[src/rtl/lktm_pkg.sv]
// ----------------------------------------------------------------------------
// lktm_pkg: shared types and constants of the lane-keep turn-mode controller
// Field widths, register indexes, sequencer states, the control/status
// structs between sequencer and datapath, and the arctangent table.
// ----------------------------------------------------------------------------
`default_nettype none

package lktm_pkg;

   localparam int SLOPE_W     = 16;
   localparam int CPOS_W      = 12;
   localparam int THR_W       = 16;
   localparam int BAND_W      = 15;
   localparam int TICK_W      = 8;
   localparam int STEER_W     = 16;
   localparam int TSTEER_W    = 15;
   localparam int GAIN_W      = 24;
   localparam int CSR_INDEX_W = 8;
   localparam int CSR_DATA_W  = 32;
   localparam int SUM_W       = SLOPE_W + 1;
   localparam int ERR_W       = CPOS_W + 2;
   localparam int PROD_W      = GAIN_W + ERR_W - 1;
   localparam int CORDIC_W    = 32;
   localparam int ANGLE_W     = 27;
   localparam int ITERS       = 24;
   localparam int ITER_W      = 5;

   typedef enum logic [CSR_INDEX_W-1:0] {
      CSR_BASE_THROTTLE   = 8'd0,
      CSR_MIN_THROTTLE    = 8'd1,
      CSR_TURN_LOW_SLOPE  = 8'd2,
      CSR_TURN_HIGH_SLOPE = 8'd3,
      CSR_ENTRY_TICKS     = 8'd4,
      CSR_EXIT_TICKS      = 8'd5,
      CSR_TURN_STEER      = 8'd6,
      CSR_CENTER_GAIN     = 8'd7
   } csr_index_type;

   typedef enum logic [1:0] {
      ST_IDLE,
      ST_EVAL,
      ST_CORDIC,
      ST_DONE
   } state_type;

   typedef enum logic [1:0] {
      STEER_FIXED,
      STEER_ATAN,
      STEER_CENTER
   } steer_kind_type;

   typedef struct packed {
      logic              capture;
      logic              eval;
      logic              cordic_step;
      logic [ITER_W-1:0] iter;
      logic              publish;
   } ctrl_cmd_type;

   typedef struct packed {
      logic need_cordic;
   } dp_status_type;

   // atan(2^-i) in Q.24, rounded to nearest.
   function automatic logic signed [ANGLE_W-1:0] atan_entry(input logic [ITER_W-1:0] i);
      logic signed [ANGLE_W-1:0] v;
      case (i)
         5'd0:    v = 27'sd13176795;
         5'd1:    v = 27'sd7778716;
         5'd2:    v = 27'sd4110060;
         5'd3:    v = 27'sd2086331;
         5'd4:    v = 27'sd1047214;
         5'd5:    v = 27'sd524117;
         5'd6:    v = 27'sd262123;
         5'd7:    v = 27'sd131069;
         5'd8:    v = 27'sd65536;
         5'd9:    v = 27'sd32768;
         5'd10:   v = 27'sd16384;
         5'd11:   v = 27'sd8192;
         5'd12:   v = 27'sd4096;
         5'd13:   v = 27'sd2048;
         5'd14:   v = 27'sd1024;
         5'd15:   v = 27'sd512;
         5'd16:   v = 27'sd256;
         5'd17:   v = 27'sd128;
         5'd18:   v = 27'sd64;
         5'd19:   v = 27'sd32;
         5'd20:   v = 27'sd16;
         5'd21:   v = 27'sd8;
         5'd22:   v = 27'sd4;
         5'd23:   v = 27'sd2;
         default: v = '0;
      endcase
      return v;
   endfunction

endpackage

`default_nettype wire

[src/rtl/lktm_if.sv]
// ----------------------------------------------------------------------------
// lktm_if: valid/ready channel interfaces of the turn-mode controller
// Request (one control tick), response (one command) and register write.
// ----------------------------------------------------------------------------
`default_nettype none

interface lktm_req_if;
   import lktm_pkg::*;
   logic                      valid;
   logic                      ready;
   logic                      left_valid;
   logic                      right_valid;
   logic                      center_valid;
   logic signed [SLOPE_W-1:0] slope_left;
   logic signed [SLOPE_W-1:0] slope_right;
   logic [CPOS_W-1:0]         center_pos;

   modport source(output valid, left_valid, right_valid, center_valid,
                  slope_left, slope_right, center_pos, input ready);
   modport sink(input valid, left_valid, right_valid, center_valid,
                slope_left, slope_right, center_pos, output ready);
endinterface

interface lktm_rsp_if;
   import lktm_pkg::*;
   logic                      valid;
   logic                      ready;
   logic signed [STEER_W-1:0] steer;
   logic [THR_W-1:0]          throttle;
   logic                      turning;

   modport source(output valid, steer, throttle, turning, input ready);
   modport sink(input valid, steer, throttle, turning, output ready);
endinterface

interface lktm_csr_if;
   import lktm_pkg::*;
   logic                   valid;
   logic                   ready;
   logic [CSR_INDEX_W-1:0] index;
   logic [CSR_DATA_W-1:0]  data;

   modport source(output valid, index, data, input ready);
   modport sink(input valid, index, data, output ready);
endinterface

`default_nettype wire

[src/rtl/lane_keep_turn_mode_controller.sv]
// ----------------------------------------------------------------------------
// lane_keep_turn_mode_controller: lane-keeping steer/throttle with turn mode
// One control tick in, one steer/throttle command out, with turn-mode
// entry and exit hysteresis and a CORDIC arctangent for single-side steer.
// ----------------------------------------------------------------------------
//
// Channel  Dir  Handshake      Carries
// req_if   in   valid/ready    slope and center flags and values of one tick
// rsp_if   out  valid/ready    steer (Q2.14), throttle (Q0.16), turning
// csr_if   in   valid/ready    register index and write data, never stalls
//
// A response is registered once its item has passed the evaluation and done
// states, with the CORDIC pass between them when one slope alone steers the
// car: the CORDIC unit resolves one of 24 arctangent steps per cycle. A new
// item can be accepted in the cycle after the previous one leaves the datapath,
// even while its response still waits in the output register. A synchronous
// reset restores register defaults and clears the turn-mode state; a stalled
// response holds its payload, and a second finished item then stalls input.
// ----------------------------------------------------------------------------
`default_nettype none

module lane_keep_turn_mode_controller #(
   parameter int FRAME_COLS = 800
) (
   input  logic              clock,
   input  logic              reset,
   lktm_req_if.sink          req_if,
   lktm_rsp_if.source        rsp_if,
   lktm_csr_if.sink          csr_if
);
   import lktm_pkg::*;

   ctrl_cmd_type  cmd;
   dp_status_type status;

   // Register writes complete in the cycle they are offered. The user must issue
   // them only while the block is idle (not enforced), so no tick sees a half-written set.
   assign csr_if.ready = 1'b1;

   // The sequencer accepts a tick only from idle, then walks the datapath
   // through evaluation, the optional CORDIC pass and the response load.
   lktm_ctrl u_ctrl (
      .clock     (clock),
      .reset     (reset),
      .req_valid (req_if.valid),
      .req_ready (req_if.ready),
      .rsp_valid (rsp_if.valid),
      .rsp_ready (rsp_if.ready),
      .cmd       (cmd),
      .status    (status)
   );

   // The datapath owns every register that carries numbers: configuration,
   // mode counters, the captured tick, the CORDIC unit and the response.
   lktm_datapath #(
      .FRAME_COLS (FRAME_COLS)
   ) u_datapath (
      .clock        (clock),
      .reset        (reset),
      .cmd          (cmd),
      .status       (status),
      .csr_we       (csr_if.valid),
      .csr_index    (csr_if.index),
      .csr_data     (csr_if.data),
      .left_valid   (req_if.left_valid),
      .right_valid  (req_if.right_valid),
      .center_valid (req_if.center_valid),
      .slope_left   (req_if.slope_left),
      .slope_right  (req_if.slope_right),
      .center_pos   (req_if.center_pos),
      .steer        (rsp_if.steer),
      .throttle     (rsp_if.throttle),
      .turning      (rsp_if.turning)
   );

endmodule

`default_nettype wire

[src/rtl/lktm_datapath.sv]
// ----------------------------------------------------------------------------
// lktm_datapath: registers and arithmetic of the turn-mode controller
// Holds the configuration, the mode state, the captured tick, the CORDIC
// vectoring unit, the center-gain product and the response payload.
// ----------------------------------------------------------------------------
`default_nettype none

module lktm_datapath #(
   parameter int FRAME_COLS = 800
) (
   input  logic                                       clock,
   input  logic                                       reset,
   input  lktm_pkg::ctrl_cmd_type                     cmd,
   output lktm_pkg::dp_status_type                    status,
   input  logic                                       csr_we,
   input  logic [lktm_pkg::CSR_INDEX_W-1:0]           csr_index,
   input  logic [lktm_pkg::CSR_DATA_W-1:0]            csr_data,
   input  logic                                       left_valid,
   input  logic                                       right_valid,
   input  logic                                       center_valid,
   input  logic signed [lktm_pkg::SLOPE_W-1:0]        slope_left,
   input  logic signed [lktm_pkg::SLOPE_W-1:0]        slope_right,
   input  logic [lktm_pkg::CPOS_W-1:0]                center_pos,
   output logic signed [lktm_pkg::STEER_W-1:0]        steer,
   output logic [lktm_pkg::THR_W-1:0]                 throttle,
   output logic                                       turning
);
   import lktm_pkg::*;

   function automatic logic [TICK_W-1:0] sat_inc(input logic [TICK_W-1:0] v);
      return (v == {TICK_W{1'b1}}) ? v : v + 1'b1;
   endfunction

   // Configuration registers.
   logic [THR_W-1:0]    base_throttle_ff, min_throttle_ff;
   logic [BAND_W-1:0]   turn_low_ff, turn_high_ff;
   logic [TICK_W-1:0]   entry_ticks_ff, exit_ticks_ff;
   logic [TSTEER_W-1:0] turn_steer_ff;
   logic [GAIN_W-1:0]   center_gain_ff;

   // Mode state.
   logic                turn_mode_ff, turn_mode_in;
   logic                turn_left_ff, turn_left_in;
   logic [TICK_W-1:0]   entry_count_ff, entry_count_in;
   logic [TICK_W-1:0]   exit_count_ff, exit_count_in;

   // Captured tick.
   logic                lv_ff, rv_ff, cv_ff;
   logic signed [SLOPE_W-1:0] ls_ff, rs_ff;
   logic [CPOS_W-1:0]   cpos_ff;

   // Working results of one tick.
   steer_kind_type             kind_ff, kind_in;
   logic signed [STEER_W-1:0]  steer_w_ff, steer_w_in;
   logic [THR_W-1:0]           throttle_w_ff, throttle_w_in;
   logic                       err_neg_ff;
   logic [PROD_W-1:0]          product_ff, product_in;
   logic signed [CORDIC_W-1:0] x_ff, x_in, y_ff, y_in;
   logic signed [ANGLE_W-1:0]  z_ff, z_in;

   // Response payload.
   logic signed [STEER_W-1:0]  steer_ff, steer_in;
   logic [THR_W-1:0]           throttle_ff;
   logic                       turning_ff;

   // Tick evaluation signals.
   logic signed [SUM_W-1:0]    s2;
   logic [SUM_W-1:0]           mag;
   logic                       any_side, in_band, s2_pos;
   logic                       tm1, tl1;
   logic [TICK_W-1:0]          ec1, xc1;
   logic [THR_W-1:0]           half_thr, turn_thr;
   logic signed [SLOPE_W-1:0]  one_slope;
   logic signed [ERR_W-1:0]    err2;
   logic [ERR_W-2:0]           err_mag;

   // CORDIC step signals.
   logic signed [CORDIC_W-1:0] dx, dy;
   logic signed [ANGLE_W-1:0]  angle;
   logic                       y_pos;

   // Final steer signals.
   logic [ANGLE_W-1:0]         z_mag, z_rnd;
   logic [STEER_W-1:0]         atan_mag;
   logic [PROD_W-1:0]          p_rnd;
   logic [PROD_W-12:0]         p_mag;

   always_ff @(posedge clock) begin
      if (reset) begin
         base_throttle_ff <= 16'd19661;
         min_throttle_ff  <= 16'd3277;
         turn_low_ff      <= 15'd410;
         turn_high_ff     <= 15'd1556;
         entry_ticks_ff   <= 8'd5;
         exit_ticks_ff    <= 8'd5;
         turn_steer_ff    <= 15'd16384;
         center_gain_ff   <= 24'd41943;
      end else if (csr_we) begin
         case (csr_index)
            CSR_BASE_THROTTLE:   base_throttle_ff <= csr_data[THR_W-1:0];
            CSR_MIN_THROTTLE:    min_throttle_ff  <= csr_data[THR_W-1:0];
            CSR_TURN_LOW_SLOPE:  turn_low_ff      <= csr_data[BAND_W-1:0];
            CSR_TURN_HIGH_SLOPE: turn_high_ff     <= csr_data[BAND_W-1:0];
            CSR_ENTRY_TICKS:     entry_ticks_ff   <= csr_data[TICK_W-1:0];
            CSR_EXIT_TICKS:      exit_ticks_ff    <= csr_data[TICK_W-1:0];
            CSR_TURN_STEER:      turn_steer_ff    <= csr_data[TSTEER_W-1:0];
            CSR_CENTER_GAIN:     center_gain_ff   <= csr_data[GAIN_W-1:0];
            default: ;
         endcase
      end
   end

   always_ff @(posedge clock) begin
      if (cmd.capture) begin
         lv_ff   <= left_valid;
         rv_ff   <= right_valid;
         cv_ff   <= center_valid;
         ls_ff   <= slope_left;
         rs_ff   <= slope_right;
         cpos_ff <= center_pos;
      end
   end

   // The tick slope is kept doubled so the mean of both sides stays exact.
   always_comb begin
      if (lv_ff && rv_ff) begin
         s2 = {ls_ff[SLOPE_W-1], ls_ff} + {rs_ff[SLOPE_W-1], rs_ff};
      end else if (lv_ff) begin
         s2 = {ls_ff, 1'b0};
      end else if (rv_ff) begin
         s2 = {rs_ff, 1'b0};
      end else begin
         s2 = '0;
      end
      mag      = s2[SUM_W-1] ? SUM_W'(-s2) : SUM_W'(s2);
      any_side = lv_ff || rv_ff;
      in_band  = (mag >= {1'b0, turn_low_ff, 1'b0}) && (mag <= {1'b0, turn_high_ff, 1'b0});
      s2_pos   = !s2[SUM_W-1] && (s2 != '0);
   end

   // Entry is checked first; a tick that enters turn mode is then checked for exit.
   always_comb begin
      ec1 = entry_count_ff;
      xc1 = exit_count_ff;
      tm1 = turn_mode_ff;
      tl1 = turn_left_ff;
      if (!turn_mode_ff) begin
         ec1 = (any_side && in_band) ? sat_inc(entry_count_ff) : '0;
         if (ec1 >= entry_ticks_ff) begin
            tm1 = 1'b1;
            xc1 = '0;
            tl1 = !s2_pos;
         end
      end
      turn_mode_in   = tm1;
      turn_left_in   = tl1;
      entry_count_in = ec1;
      exit_count_in  = xc1;
      if (tm1) begin
         exit_count_in = (any_side && !in_band) ? sat_inc(xc1) : '0;
         if (exit_count_in >= exit_ticks_ff) begin
            turn_mode_in   = 1'b0;
            entry_count_in = '0;
         end
      end
   end

   always_comb begin
      half_thr      = base_throttle_ff >> 1;
      turn_thr      = (half_thr > min_throttle_ff) ? half_thr : min_throttle_ff;
      throttle_w_in = tm1 ? turn_thr : base_throttle_ff;
      steer_w_in    = '0;
      if (tm1) begin
         kind_in    = STEER_FIXED;
         steer_w_in = tl1 ? {1'b0, turn_steer_ff} : -{1'b0, turn_steer_ff};
      end else if (lv_ff != rv_ff) begin
         kind_in = STEER_ATAN;
      end else if (lv_ff && rv_ff && cv_ff) begin
         kind_in = STEER_CENTER;
      end else begin
         kind_in = STEER_FIXED;
      end
      one_slope  = lv_ff ? ls_ff : rs_ff;
      err2       = {1'b0, cpos_ff, 1'b0} - ERR_W'(FRAME_COLS);
      err_mag    = err2[ERR_W-1] ? (ERR_W-1)'(-err2) : err2[ERR_W-2:0];
      product_in = PROD_W'(center_gain_ff) * PROD_W'(err_mag);
   end

   assign status.need_cordic = (kind_in == STEER_ATAN);

   // One CORDIC vectoring step per cycle; >>> gives the floor shift.
   always_comb begin
      dx    = y_ff >>> cmd.iter;
      dy    = x_ff >>> cmd.iter;
      angle = atan_entry(cmd.iter);
      y_pos = !y_ff[CORDIC_W-1] && (y_ff != '0);
      x_in  = x_ff;
      y_in  = y_ff;
      z_in  = z_ff;
      if (cmd.eval) begin
         x_in = CORDIC_W'(1) <<< 24;
         y_in = {{(CORDIC_W-SLOPE_W-12){one_slope[SLOPE_W-1]}}, one_slope, 12'b0};
         z_in = '0;
      end else if (cmd.cordic_step) begin
         if (y_pos) begin
            x_in = x_ff + dx;
            y_in = y_ff - dy;
            z_in = z_ff + angle;
         end else begin
            x_in = x_ff - dx;
            y_in = y_ff + dy;
            z_in = z_ff - angle;
         end
      end
   end

   always_ff @(posedge clock) begin
      x_ff <= x_in;
      y_ff <= y_in;
      z_ff <= z_in;
      if (cmd.eval) begin
         kind_ff       <= kind_in;
         steer_w_ff    <= steer_w_in;
         throttle_w_ff <= throttle_w_in;
         err_neg_ff    <= err2[ERR_W-1];
         product_ff    <= product_in;
      end
   end

   always_ff @(posedge clock) begin
      if (reset) begin
         turn_mode_ff   <= 1'b0;
         turn_left_ff   <= 1'b0;
         entry_count_ff <= '0;
         exit_count_ff  <= '0;
      end else if (cmd.eval) begin
         turn_mode_ff   <= turn_mode_in;
         turn_left_ff   <= turn_left_in;
         entry_count_ff <= entry_count_in;
         exit_count_ff  <= exit_count_in;
      end
   end

   // The angle is negated; the gain term takes the opposite sign of the error.
   always_comb begin
      z_mag    = z_ff[ANGLE_W-1] ? ANGLE_W'(-z_ff) : ANGLE_W'(z_ff);
      z_rnd    = z_mag + ANGLE_W'(512);
      atan_mag = z_rnd[STEER_W+9:10];
      p_rnd    = product_ff + PROD_W'(1024);
      p_mag    = p_rnd[PROD_W-1:11];
      case (kind_ff)
         STEER_ATAN: begin
            steer_in = z_ff[ANGLE_W-1] ? atan_mag : -atan_mag;
         end
         STEER_CENTER: begin
            if (err_neg_ff) begin
               steer_in = (p_mag > (PROD_W-11)'(32767)) ? 16'sh7FFF : p_mag[STEER_W-1:0];
            end else begin
               steer_in = (p_mag > (PROD_W-11)'(32768)) ? 16'sh8000 : -p_mag[STEER_W-1:0];
            end
         end
         default: begin
            steer_in = steer_w_ff;
         end
      endcase
   end

   always_ff @(posedge clock) begin
      if (cmd.publish) begin
         steer_ff    <= steer_in;
         throttle_ff <= throttle_w_ff;
         turning_ff  <= turn_mode_ff;
      end
   end

   assign steer    = steer_ff;
   assign throttle = throttle_ff;
   assign turning  = turning_ff;

endmodule

`default_nettype wire

[src/rtl/lktm_ctrl.sv]
// ----------------------------------------------------------------------------
// lktm_ctrl: sequencer of the turn-mode controller
// Takes one tick at a time, steps the CORDIC unit and owns the response
// valid flag.
// ----------------------------------------------------------------------------
`default_nettype none

module lktm_ctrl (
   input  logic                    clock,
   input  logic                    reset,
   input  logic                    req_valid,
   output logic                    req_ready,
   output logic                    rsp_valid,
   input  logic                    rsp_ready,
   output lktm_pkg::ctrl_cmd_type  cmd,
   input  lktm_pkg::dp_status_type status
);
   import lktm_pkg::*;

   state_type         state_ff, state_in;
   logic [ITER_W-1:0] iter_ff, iter_in;
   logic              rsp_valid_ff, rsp_valid_in;
   logic              slot_free;

   assign slot_free = !rsp_valid_ff || rsp_ready;

   always_comb begin
      state_in = state_ff;
      case (state_ff)
         ST_IDLE:   if (req_valid) state_in = ST_EVAL;
         ST_EVAL:   state_in = status.need_cordic ? ST_CORDIC : ST_DONE;
         ST_CORDIC: if (iter_ff == ITER_W'(ITERS - 1)) state_in = ST_DONE;
         ST_DONE:   if (slot_free) state_in = ST_IDLE;
         default:   state_in = ST_IDLE;
      endcase
   end

   always_comb begin
      req_ready       = 1'b0;
      cmd.capture     = 1'b0;
      cmd.eval        = 1'b0;
      cmd.cordic_step = 1'b0;
      cmd.publish     = 1'b0;
      cmd.iter        = iter_ff;
      iter_in         = iter_ff;
      case (state_ff)
         ST_IDLE: begin
            req_ready   = 1'b1;
            cmd.capture = req_valid;
         end
         ST_EVAL: begin
            cmd.eval = 1'b1;
            iter_in  = '0;
         end
         ST_CORDIC: begin
            cmd.cordic_step = 1'b1;
            iter_in         = iter_ff + 1'b1;
         end
         ST_DONE: begin
            cmd.publish = slot_free;
         end
         default: ;
      endcase
      if (cmd.publish) begin
         rsp_valid_in = 1'b1;
      end else if (rsp_ready) begin
         rsp_valid_in = 1'b0;
      end else begin
         rsp_valid_in = rsp_valid_ff;
      end
   end

   always_ff @(posedge clock) begin
      if (reset) begin
         state_ff     <= ST_IDLE;
         iter_ff      <= '0;
         rsp_valid_ff <= 1'b0;
      end else begin
         state_ff     <= state_in;
         iter_ff      <= iter_in;
         rsp_valid_ff <= rsp_valid_in;
      end
   end

   assign rsp_valid = rsp_valid_ff;

endmodule

`default_nettype wire

[src/flat_wrapper.sv]
// flat-port wrapper written by rule: the top's interface ports become plain ports
module lane_keep_turn_mode_controller_flat import lktm_pkg::*;
#(
   parameter int FRAME_COLS = 800
)
  (clock, reset, req_if_valid, req_if_left_valid, req_if_right_valid, req_if_center_valid, req_if_slope_left, req_if_slope_right, req_if_center_pos, req_if_ready, rsp_if_valid, rsp_if_steer, rsp_if_throttle, rsp_if_turning, rsp_if_ready, csr_if_valid, csr_if_index, csr_if_data, csr_if_ready);
  lktm_req_if req_if_i ();
  lktm_rsp_if rsp_if_i ();
  lktm_csr_if csr_if_i ();
  input  logic clock;
  input  logic reset;
  input wire logic [$bits(req_if_i.valid)-1:0] req_if_valid;
  input wire logic [$bits(req_if_i.left_valid)-1:0] req_if_left_valid;
  input wire logic [$bits(req_if_i.right_valid)-1:0] req_if_right_valid;
  input wire logic [$bits(req_if_i.center_valid)-1:0] req_if_center_valid;
  input wire logic [$bits(req_if_i.slope_left)-1:0] req_if_slope_left;
  input wire logic [$bits(req_if_i.slope_right)-1:0] req_if_slope_right;
  input wire logic [$bits(req_if_i.center_pos)-1:0] req_if_center_pos;
  output wire logic [$bits(req_if_i.ready)-1:0] req_if_ready;
  output wire logic [$bits(rsp_if_i.valid)-1:0] rsp_if_valid;
  output wire logic [$bits(rsp_if_i.steer)-1:0] rsp_if_steer;
  output wire logic [$bits(rsp_if_i.throttle)-1:0] rsp_if_throttle;
  output wire logic [$bits(rsp_if_i.turning)-1:0] rsp_if_turning;
  input wire logic [$bits(rsp_if_i.ready)-1:0] rsp_if_ready;
  input wire logic [$bits(csr_if_i.valid)-1:0] csr_if_valid;
  input wire logic [$bits(csr_if_i.index)-1:0] csr_if_index;
  input wire logic [$bits(csr_if_i.data)-1:0] csr_if_data;
  output wire logic [$bits(csr_if_i.ready)-1:0] csr_if_ready;
  assign req_if_i.valid = req_if_valid;
  assign req_if_i.left_valid = req_if_left_valid;
  assign req_if_i.right_valid = req_if_right_valid;
  assign req_if_i.center_valid = req_if_center_valid;
  assign req_if_i.slope_left = req_if_slope_left;
  assign req_if_i.slope_right = req_if_slope_right;
  assign req_if_i.center_pos = req_if_center_pos;
  assign req_if_ready = req_if_i.ready;
  assign rsp_if_valid = rsp_if_i.valid;
  assign rsp_if_steer = rsp_if_i.steer;
  assign rsp_if_throttle = rsp_if_i.throttle;
  assign rsp_if_turning = rsp_if_i.turning;
  assign rsp_if_i.ready = rsp_if_ready;
  assign csr_if_i.valid = csr_if_valid;
  assign csr_if_i.index = csr_if_index;
  assign csr_if_i.data = csr_if_data;
  assign csr_if_ready = csr_if_i.ready;
  lane_keep_turn_mode_controller #(.FRAME_COLS(FRAME_COLS)) u_core (.clock(clock), .reset(reset), .req_if(req_if_i), .rsp_if(rsp_if_i), .csr_if(csr_if_i));
endmodule
[config.mk]
export PLATFORM = sky130hd
export DESIGN_NAME = lane_keep_turn_mode_controller_flat
export DESIGN_NICKNAME = d
export VERILOG_FILES = /design/src/rtl/lktm_pkg.sv /design/src/rtl/lktm_if.sv /design/src/rtl/lane_keep_turn_mode_controller.sv /design/src/rtl/lktm_datapath.sv /design/src/rtl/lktm_ctrl.sv /design/src/flat_wrapper.sv
export SDC_FILE = /design/constraint.sdc
export NUM_CORES = 2
export LEC_CHECK = 0
export BUFFER_PORTS_ARGS = -buffer_cell sky130_fd_sc_hd__clkbuf_2
export CAP_MARGIN = 20
export CORE_UTILIZATION = 44
export DETAILED_ROUTE_END_ITERATION = 8
export SLEW_MARGIN = 20
export SYNTH_ARGS = -nofsm -noshare
export SYNTH_HDL_FRONTEND = slang
export SYNTH_HIERARCHICAL = 1
export SYNTH_SLANG_ARGS = --single-unit
[constraint.sdc]
create_clock -name clock -period 25.7 [get_ports clock]
set_input_delay 1.285 -clock clock [delete_from_list [all_inputs] [get_ports clock]]
set_output_delay 1.285 -clock clock [all_outputs]
set_load 0.01 [all_outputs]
Word level (Yosys, flattened, before mapping)
Memories as Yosys holds them, arrays and structs flattened. A register that Yosys moved wholly into a read port is not among the register bits.
Cells that the tools add are included.
{ "totals": {"reg_bits": 386, "rom_bits": 768, "out_inout_bits": 36, "elab_cells": 170, "mem_count": 1} }
{ "memory_table": {"columns": ["name", "depth", "word_bits", "rd", "rd_ports_with_merged_regs", "wr", "line_no", "source"], "rows": [
  ["(name not given)", 32, 24, 1, 1, 0, "lktm_pkg.sv:67", "case (i)"]
]} }
{ "op_classes": {"addsub": 19, "n_mul": 1, "order_cmp": 7, "n_eq_ne": 20, "shift": 2, "mux": 54, "bitwise_logic": 1, "n_reduce_logical": 31} }
{ "ops": {"columns": ["op", "count"], "rows": [
  ["32-bit 2-to-1 mux", 4],
  ["16-bit 2-to-1 mux", 7],
  ["8-bit 2-to-1 mux", 10],
  ["17-bit 2-to-1 mux", 4],
  ["32-bit adder", 2],
  ["32-bit by 5-bit >>> shifter with 32-bit output", 2],
  ["32-bit subtractor", 2],
  ["37-bit by 11-bit adder with 37-bit output (second input constant)", 1],
  ["24-bit by 13-bit multiplier with 37-bit output", 1],
  ["8-bit by 3-bit == test with 1-bit output (second input constant)", 4],
  ["16-bit negator", 2],
  ["16-bit case mux with 2 select lines", 1],
  ["32-bit nonzero test", 1],
  ["27-bit adder", 1],
  ["27-bit 2-to-1 mux", 1],
  ["27-bit subtractor", 1],
  ["26-bit by 10-bit adder with 26-bit output (second input constant)", 1],
  ["26-bit by 15-bit greater-than comparator with 1-bit output (second input constant)", 1],
  ["26-bit by 16-bit greater-than comparator with 1-bit output (second input constant)", 1],
  ["26-bit 2-to-1 mux", 1],
  ["26-bit negator", 1],
  ["16-bit by 16-bit adder with 17-bit output", 1],
  ["17-bit by 16-bit >= comparator with 1-bit output", 1],
  ["17-bit by 16-bit <= comparator with 1-bit output", 1],
  ["34 further kinds", 83]
]} }

Longest topological paths before layout
{ "depth": {"depth_word": 18, "ltp_mapped": 54} }

Modules after synthesis
The synthesis kept the hierarchy.
{ "modules_own_cells": {"columns": ["module", "instances", "cells_per_inst", "area_each_um2", "seq_area_each_um2"], "rows": [
  ["lktm_datapath", 1, 4585, 39253.9, 8988.6],
  ["lktm_ctrl", 1, 50, 455.4, 160.2],
  ["lane_keep_turn_mode_controller", 1, 2, 11.3, 0.0]
]} }

Least setup slack after synthesis
No wires, ideal clock.
{ "synth_path": {"path_kind": "register to register", "start": "register u_core.u_datapath.ls_ff[0]", "end": "register u_core.u_datapath.entry_count_ff[0]", "arrival_time_ns": 9.669, "required_time_ns": 25.642, "slack_ns": 15.973, "path_stages_with_launch": 55, "path_cell_list": "edfxtp_1 -> ha_1 -> inv_1 -> fa_1 -> nor2b_1 -> o21ai_0 -> a21boi_0 -> o31ai_1 -> a21oi_1 -> o21ai_0 -> a21oi_1 -> clkbuf_1 -> nor2_1 -> xor2_1 -> ha_1 -> nor2b_1 -> o21a_1 -> o21a_1 -> [19 not listed] -> nand3_1 -> a31o_2 -> clkbuf_1 -> xor2_1 -> nand3_1 -> ha_1 -> nand2b_1 -> a21o_1 -> a21o_1 -> a21o_1 -> a21o_1 -> a21oi_1 -> o21ai_0 -> a21oi_1 -> o2111ai_1 -> clkbuf_1 -> o21ai_0 -> mux2_2"} }
{ "synth_between": {"elab_chain_cells": 17, "elab_cells_between_ends": 25} }
{ "synth_rtl": {"columns": ["element", "line_no", "source"], "rows": [
  ["start, declared", "lktm_datapath.sv:49", "logic signed [SLOPE_W-1:0] ls_ff, rs_ff;"],
  ["start signal, assigned", "lktm_datapath.sv:118", "ls_ff <= slope_left;"],
  ["16-bit by 16-bit adder with 17-bit output or 17-bit 2-to-1 mux (tied branches)", "lktm_datapath.sv:127, lktm_datapath.sv:128", null],
  ["17-bit 2-to-1 mux *", "lktm_datapath.sv:126", "if (lv_ff && rv_ff) begin"],
  ["17-bit negator", "lktm_datapath.sv:135", "mag = s2[SUM_W-1] ? SUM_W'(-s2) : SUM_W'(s2);"],
  ["17-bit 2-to-1 mux *", "lktm_datapath.sv:135", null],
  ["17-bit by 16-bit >= comparator with 1-bit output or 17-bit by 16-bit <= comparator with 1-bit output (tied branches)", "lktm_datapath.sv:137", "in_band = (mag >= {1'b0, turn_low_ff, 1'b0}) && (mag <= {1'b0, turn_high_ff, 1'b0});"],
  ["1-bit logical AND *", "lktm_datapath.sv:137", null],
  ["1-bit logical AND", "lktm_datapath.sv:148", "ec1 = (any_side && in_band) ? sat_inc(entry_count_ff) : '0;"],
  ["8-bit 2-to-1 mux", "lktm_datapath.sv:148", null],
  ["8-bit >= comparator", "lktm_datapath.sv:149", "if (ec1 >= entry_ticks_ff) begin"],
  ["8-bit 2-to-1 mux", "lktm_datapath.sv:149", null],
  ["8-bit 2-to-1 mux", "lktm_datapath.sv:147", "if (!turn_mode_ff) begin"],
  ["8-bit by 1-bit adder with 8-bit output or 8-bit == test (tied branches)", "lktm_datapath.sv:31", "return (v == {TICK_W{1'b1}}) ? v : v + 1'b1;"],
  ["8-bit 2-to-1 mux", "lktm_datapath.sv:31", null],
  ["8-bit 2-to-1 mux", "lktm_datapath.sv:160", "exit_count_in = (any_side && !in_band) ? sat_inc(xc1) : '0;"],
  ["8-bit >= comparator", "lktm_datapath.sv:161", "if (exit_count_in >= exit_ticks_ff) begin"],
  ["8-bit 2-to-1 mux", "lktm_datapath.sv:161", null],
  ["8-bit 2-to-1 mux *", "lktm_datapath.sv:159", "if (tm1) begin"],
  ["end signal, assigned", "lktm_datapath.sv:239", "entry_count_ff <= entry_count_in;"],
  ["end, declared", "lktm_datapath.sv:44", "logic [TICK_W-1:0] entry_count_ff, entry_count_in;"]
]} }
Every way passes the cells marked *; elsewhere a longest branch is shown, timed or not.
A chain may end at the register's enable or synchronous reset.

Worst setup path after layout
{ "layout_path": {"start": "register u_core.u_datapath.lv_ff", "end": "register u_core.u_datapath.entry_count_ff[0]"} }
{ "layout_between": {"elab_chain_cells": 17, "elab_cells_between_ends": 26} }
{ "layout_rtl": {"columns": ["element", "line_no", "source"], "rows": [
  ["start, declared", "lktm_datapath.sv:48", "logic lv_ff, rv_ff, cv_ff;"],
  ["start signal, assigned", "lktm_datapath.sv:115", "lv_ff <= left_valid;"],
  ["17-bit 2-to-1 mux or 1-bit logical AND (tied branches)", "lktm_datapath.sv:128, lktm_datapath.sv:126", null],
  ["17-bit 2-to-1 mux", "lktm_datapath.sv:126", null],
  ["17-bit negator", "lktm_datapath.sv:135", null],
  ["17-bit 2-to-1 mux", "lktm_datapath.sv:135", null],
  ["17-bit by 16-bit >= comparator with 1-bit output or 17-bit by 16-bit <= comparator with 1-bit output (tied branches)", "lktm_datapath.sv:137", null],
  ["1-bit logical AND", "lktm_datapath.sv:137", null],
  ["1-bit logical AND", "lktm_datapath.sv:148", null],
  ["8-bit 2-to-1 mux", "lktm_datapath.sv:148", null],
  ["8-bit >= comparator", "lktm_datapath.sv:149", null],
  ["8-bit 2-to-1 mux", "lktm_datapath.sv:149", null],
  ["8-bit 2-to-1 mux", "lktm_datapath.sv:147", null],
  ["8-bit by 1-bit adder with 8-bit output or 8-bit == test (tied branches)", "lktm_datapath.sv:31", null],
  ["8-bit 2-to-1 mux", "lktm_datapath.sv:31", null],
  ["8-bit 2-to-1 mux", "lktm_datapath.sv:160", null],
  ["8-bit >= comparator", "lktm_datapath.sv:161", null],
  ["8-bit 2-to-1 mux", "lktm_datapath.sv:161", null],
  ["8-bit 2-to-1 mux *", "lktm_datapath.sv:159", null]
]} }
Marks and branches as above.

==> results.md <==
- Total global-route track usage: 24.39%
- Die ar.: just over 90,000 um^2
- Number of synthesized flops with an enable pin: 162
- Top sig layer: met4
- Crit path buf inv count: 2
- DR DRC count: 0
- Top cells by area, synth: edfxtp_1 12%, fa_1 11%, dfxtp_1 11%
- Final Max Tran Viols: 0
- Most common cell after layout, fill and taps aside: nand2_1
- Post-CTS setup buffers: 0
- Largest net degree at the start of global routing: 86
- CTS Buf Count: between 40 and 50
- Hold WC Path Type: flip-flop to flip-flop
- Max-cap violations: 0
- Critical path arrival: about 12 ns
- Synth cell types: 96
- Htree depth: 2
- Die H: between 300 and 400 um
- Fin crit period: 11.33 ns
- Worst Path Required: around 26 ns
- Layout cells sized above 1: 9.056%
- R2R cell count: 44
- Crit path top cell by count: a21o_1
- Total grt overflow: 0
- Routed WL per cell: 19.34 um
- Number of global-route vias before repair: 31,520
- First-pass GRT wire length: 176.6 mm
- RSZ-0062 raised after global routing: no
- Drt via density: 5.782
- Most frequent cells in the layout: 601 x nand2_1, 407 x inv_1, 353 x nor2_1
- CP max-delay cell: or4b_2
- Initial antenna violation count: 1
- Fraction of registers with async set/reset: 0%
- Outcome: finished clean
- CTS resizes: 0
- Routed wl met2: 48.75 mm
- Least-Margin Pin Slew: 1.035 ns
- Max transition margin: 29.25%
- Via count: 33,550
- Post-CTS Hold Buffers: 0
- Met3 WL post-DR: 7.340 mm
- # clock sinks: 376
- Top cell type's share of synthesized area: between 10% and 20%
- Ys Warns: 6
- Seq/Total Area, Yosys: 23.03%
- Startpoint Class: flip-flop
- Post-DRT Antenna Nets: 0
- Final antenna diode count: 0
- Crit path max-delay family: compound AO/OA/AOI/OAI gates
- CP Capture Type: flip-flop
- Final Hold Fails: 0
- Syn Nets: 5,240
- Worst path depth: 44
- Final Wtd Congestion: between 0.9 and 1
- R2R setup slack: 14.37 ns
- Avg Inst Size Synth: between 8 and 9 um^2
- Worst R2R Start: u_core/u_datapath/lv_ff
- Crit path max fanout: 46
- Layout Nets: about 5,200
- Crit path to: u_core/u_datapath/entry_count_ff[0]
- CTS tree: yes
- Post-Route WL: around 110 mm
- Worst-Skew Late Latency: approximately 0.65 ns
- Crit path from: u_core/u_datapath/lv_ff
- Post-Syn Area: around 40,000 um^2
- Port Buf Inserts: 118
- Fmax: 88.26 MHz
- Starting Density: 44.67%
- Cell accounting for the most synthesized area: edfxtp_1
- Number of DRC markers in iteration 0: between 2,000 and 3,000
- Setup-failing EPs final: 0
- CTS Buffer Depth: 3
- Fillers: approximately 8,600
- Skew final: 0.03609 ns
- Post-route setup TNS: 0 ns
- Ys flop type: dfxtp_1
- Post-synthesis cell count: 4,637
- Critical path class: flip-flop to flip-flop
- Tcrit/Tclk final: between 40% and 50%
- Core footprint: 88,920 um^2
- Synthesis-to-finish area growth: 7.944%
- Synth Register Bits: 376
- Largest stage delay, worst path: between 0.6 and 0.7 ns
- DR pass1 iterations: 6
- Clk root buf: clkbuf_16
- Die X-Extent: 302.5 um
- Worst reg2reg endpoint: u_core/u_datapath/entry_count_ff[0]
- Site Rows: between 100 and 150
- Io pins: 128
- Met1 WL: around 53 mm
- Dpl hpwl: 84.84 mm
- CTS clk-pin slew, worst paths: 0.06 ns
## cell type report
class | instances | area, um^2 | share of cell area (%)
Multi-Input combinational cell | 3598 | 28070 | 65.48
Sequential cell | 376 | 9160 | 21.36
Inverter | 412 | 1546 | 3.607
Tap cell | 1165 | 1458 | 3.400
Clock buffer | 73 | 1441 | 3.362
Timing Repair Buffer | 164 | 945.9 | 2.206
Clock inverter | 15 | 251.5 | 0.5866
## sequential cells by signal, summed over array words and instances (netlist names), 12 cells and up
name	cells
u_core/u_datapath/y_ff	32
u_core/u_datapath/rs_ff	16
u_core/u_datapath/cpos_ff	12
u_core/u_datapath/x_ff	32
u_core/u_datapath/ls_ff	16
u_core/u_datapath/z_ff	27
u_core/u_datapath/steer_w_ff	16
u_core/u_datapath/base_throttle_ff	16
u_core/u_datapath/turn_high_ff	15
u_core/u_datapath/center_gain_ff	24
u_core/u_datapath/throttle	16
u_core/u_datapath/min_throttle_ff	16
u_core/u_datapath/product_ff	27
u_core/u_datapath/turn_steer_ff	15
u_core/u_datapath/turn_low_ff	15
u_core/u_datapath/throttle_w_ff	16
u_core/u_datapath/steer	16
## routing by layer
| layer | GRT usage, % | vias to the layer above |
|---|---|---|
| li1 | - | 16150 |
| met1 | 35.86 | 16160 |
| met2 | 36.96 | 1072 |
| met3 | 3.373 | 165 |
| met4 | 7.502 | 0 |
| met5 | 0 | - |
## cell families (layout without fill, tap and decap cells)
group	count (synthesis)	in the layout	share of synthesized area, %
fa+ha+maj	512	512	20.34
xor+xnor	268	268	5.909
mux	277	277	9.730
buf+inv	663	664	6.549
flops	376	376	23.03
simple gates	1544	1544	18.24
compound gates	996	996	16.20
other cells	1	1	0.009441
## worst min path at each step
stage	startpoint	to	slack [ns]	depth (start not counted)
4_1_cts	u_core/u_datapath/throttle_w_ff[6]	u_core/u_datapath/throttle[6]	0.43	0
6_report	u_core/u_datapath/throttle_w_ff[1]	u_core/u_datapath/throttle[1]	0.42	0
3_5_place_dp	u_core/u_datapath/throttle_w_ff[9]	u_core/u_datapath/throttle[9]	0.41	0
3_3_place_gp	u_core/u_datapath/throttle_w_ff[1]	u_core/u_datapath/throttle[1]	0.41	0
2_1_floorplan	u_core/u_datapath/throttle_w_ff[0]	u_core/u_datapath/throttle[0]	0.40	0
5_1_grt	u_core/u_datapath/throttle_w_ff[6]	u_core/u_datapath/throttle[6]	0.44	0
## Yosys cell counts, drive strengths merged, types with 9 or more instances
cell type and n:
nand3 76, a22oi 12, edfxtp 162, a31oi 45, nand2 601, or2 14, o21a 41, clkbuf 195
inv 409, nor2 355, nor2b 32, o21ai 215, ha 288, a211o 28, nand2b 52, or4 11
nor3 90, buf 56, a211oi 52, and2 118, o31ai 26, xor2 95, a41oi 9, a21o 93
mux2 46, a2111oi 11, and3 34, nand3b 32, xnor2 173, mux2i 151, a221oi 17, mux4 80
a21oi 278, nand4 37, o211ai 20, o21bai 16, dfxtp 214, or3 24, fa 223, o22ai 19
nor4 31
## metrics by stage
stage	instance area (um^2)	hold slack (ns)	utilization (%)	worst slack [ns]	cells
after floorplan	39720	0.4003	-	15.97	4637
after global placement	41160	0.4062	46.29	14.54	5714
after detailed placement	41160	0.4052	46.29	14.41	5714
after CTS	42850	0.4259	48.19	14.31	5802
after global routing	42880	0.4359	48.22	13.32	5803
final	42880	0.4204	48.22	14.37	5803
Power is not shown: default switching activity piles up to over one toggle a cycle in this logic, so the estimate is an artifact.
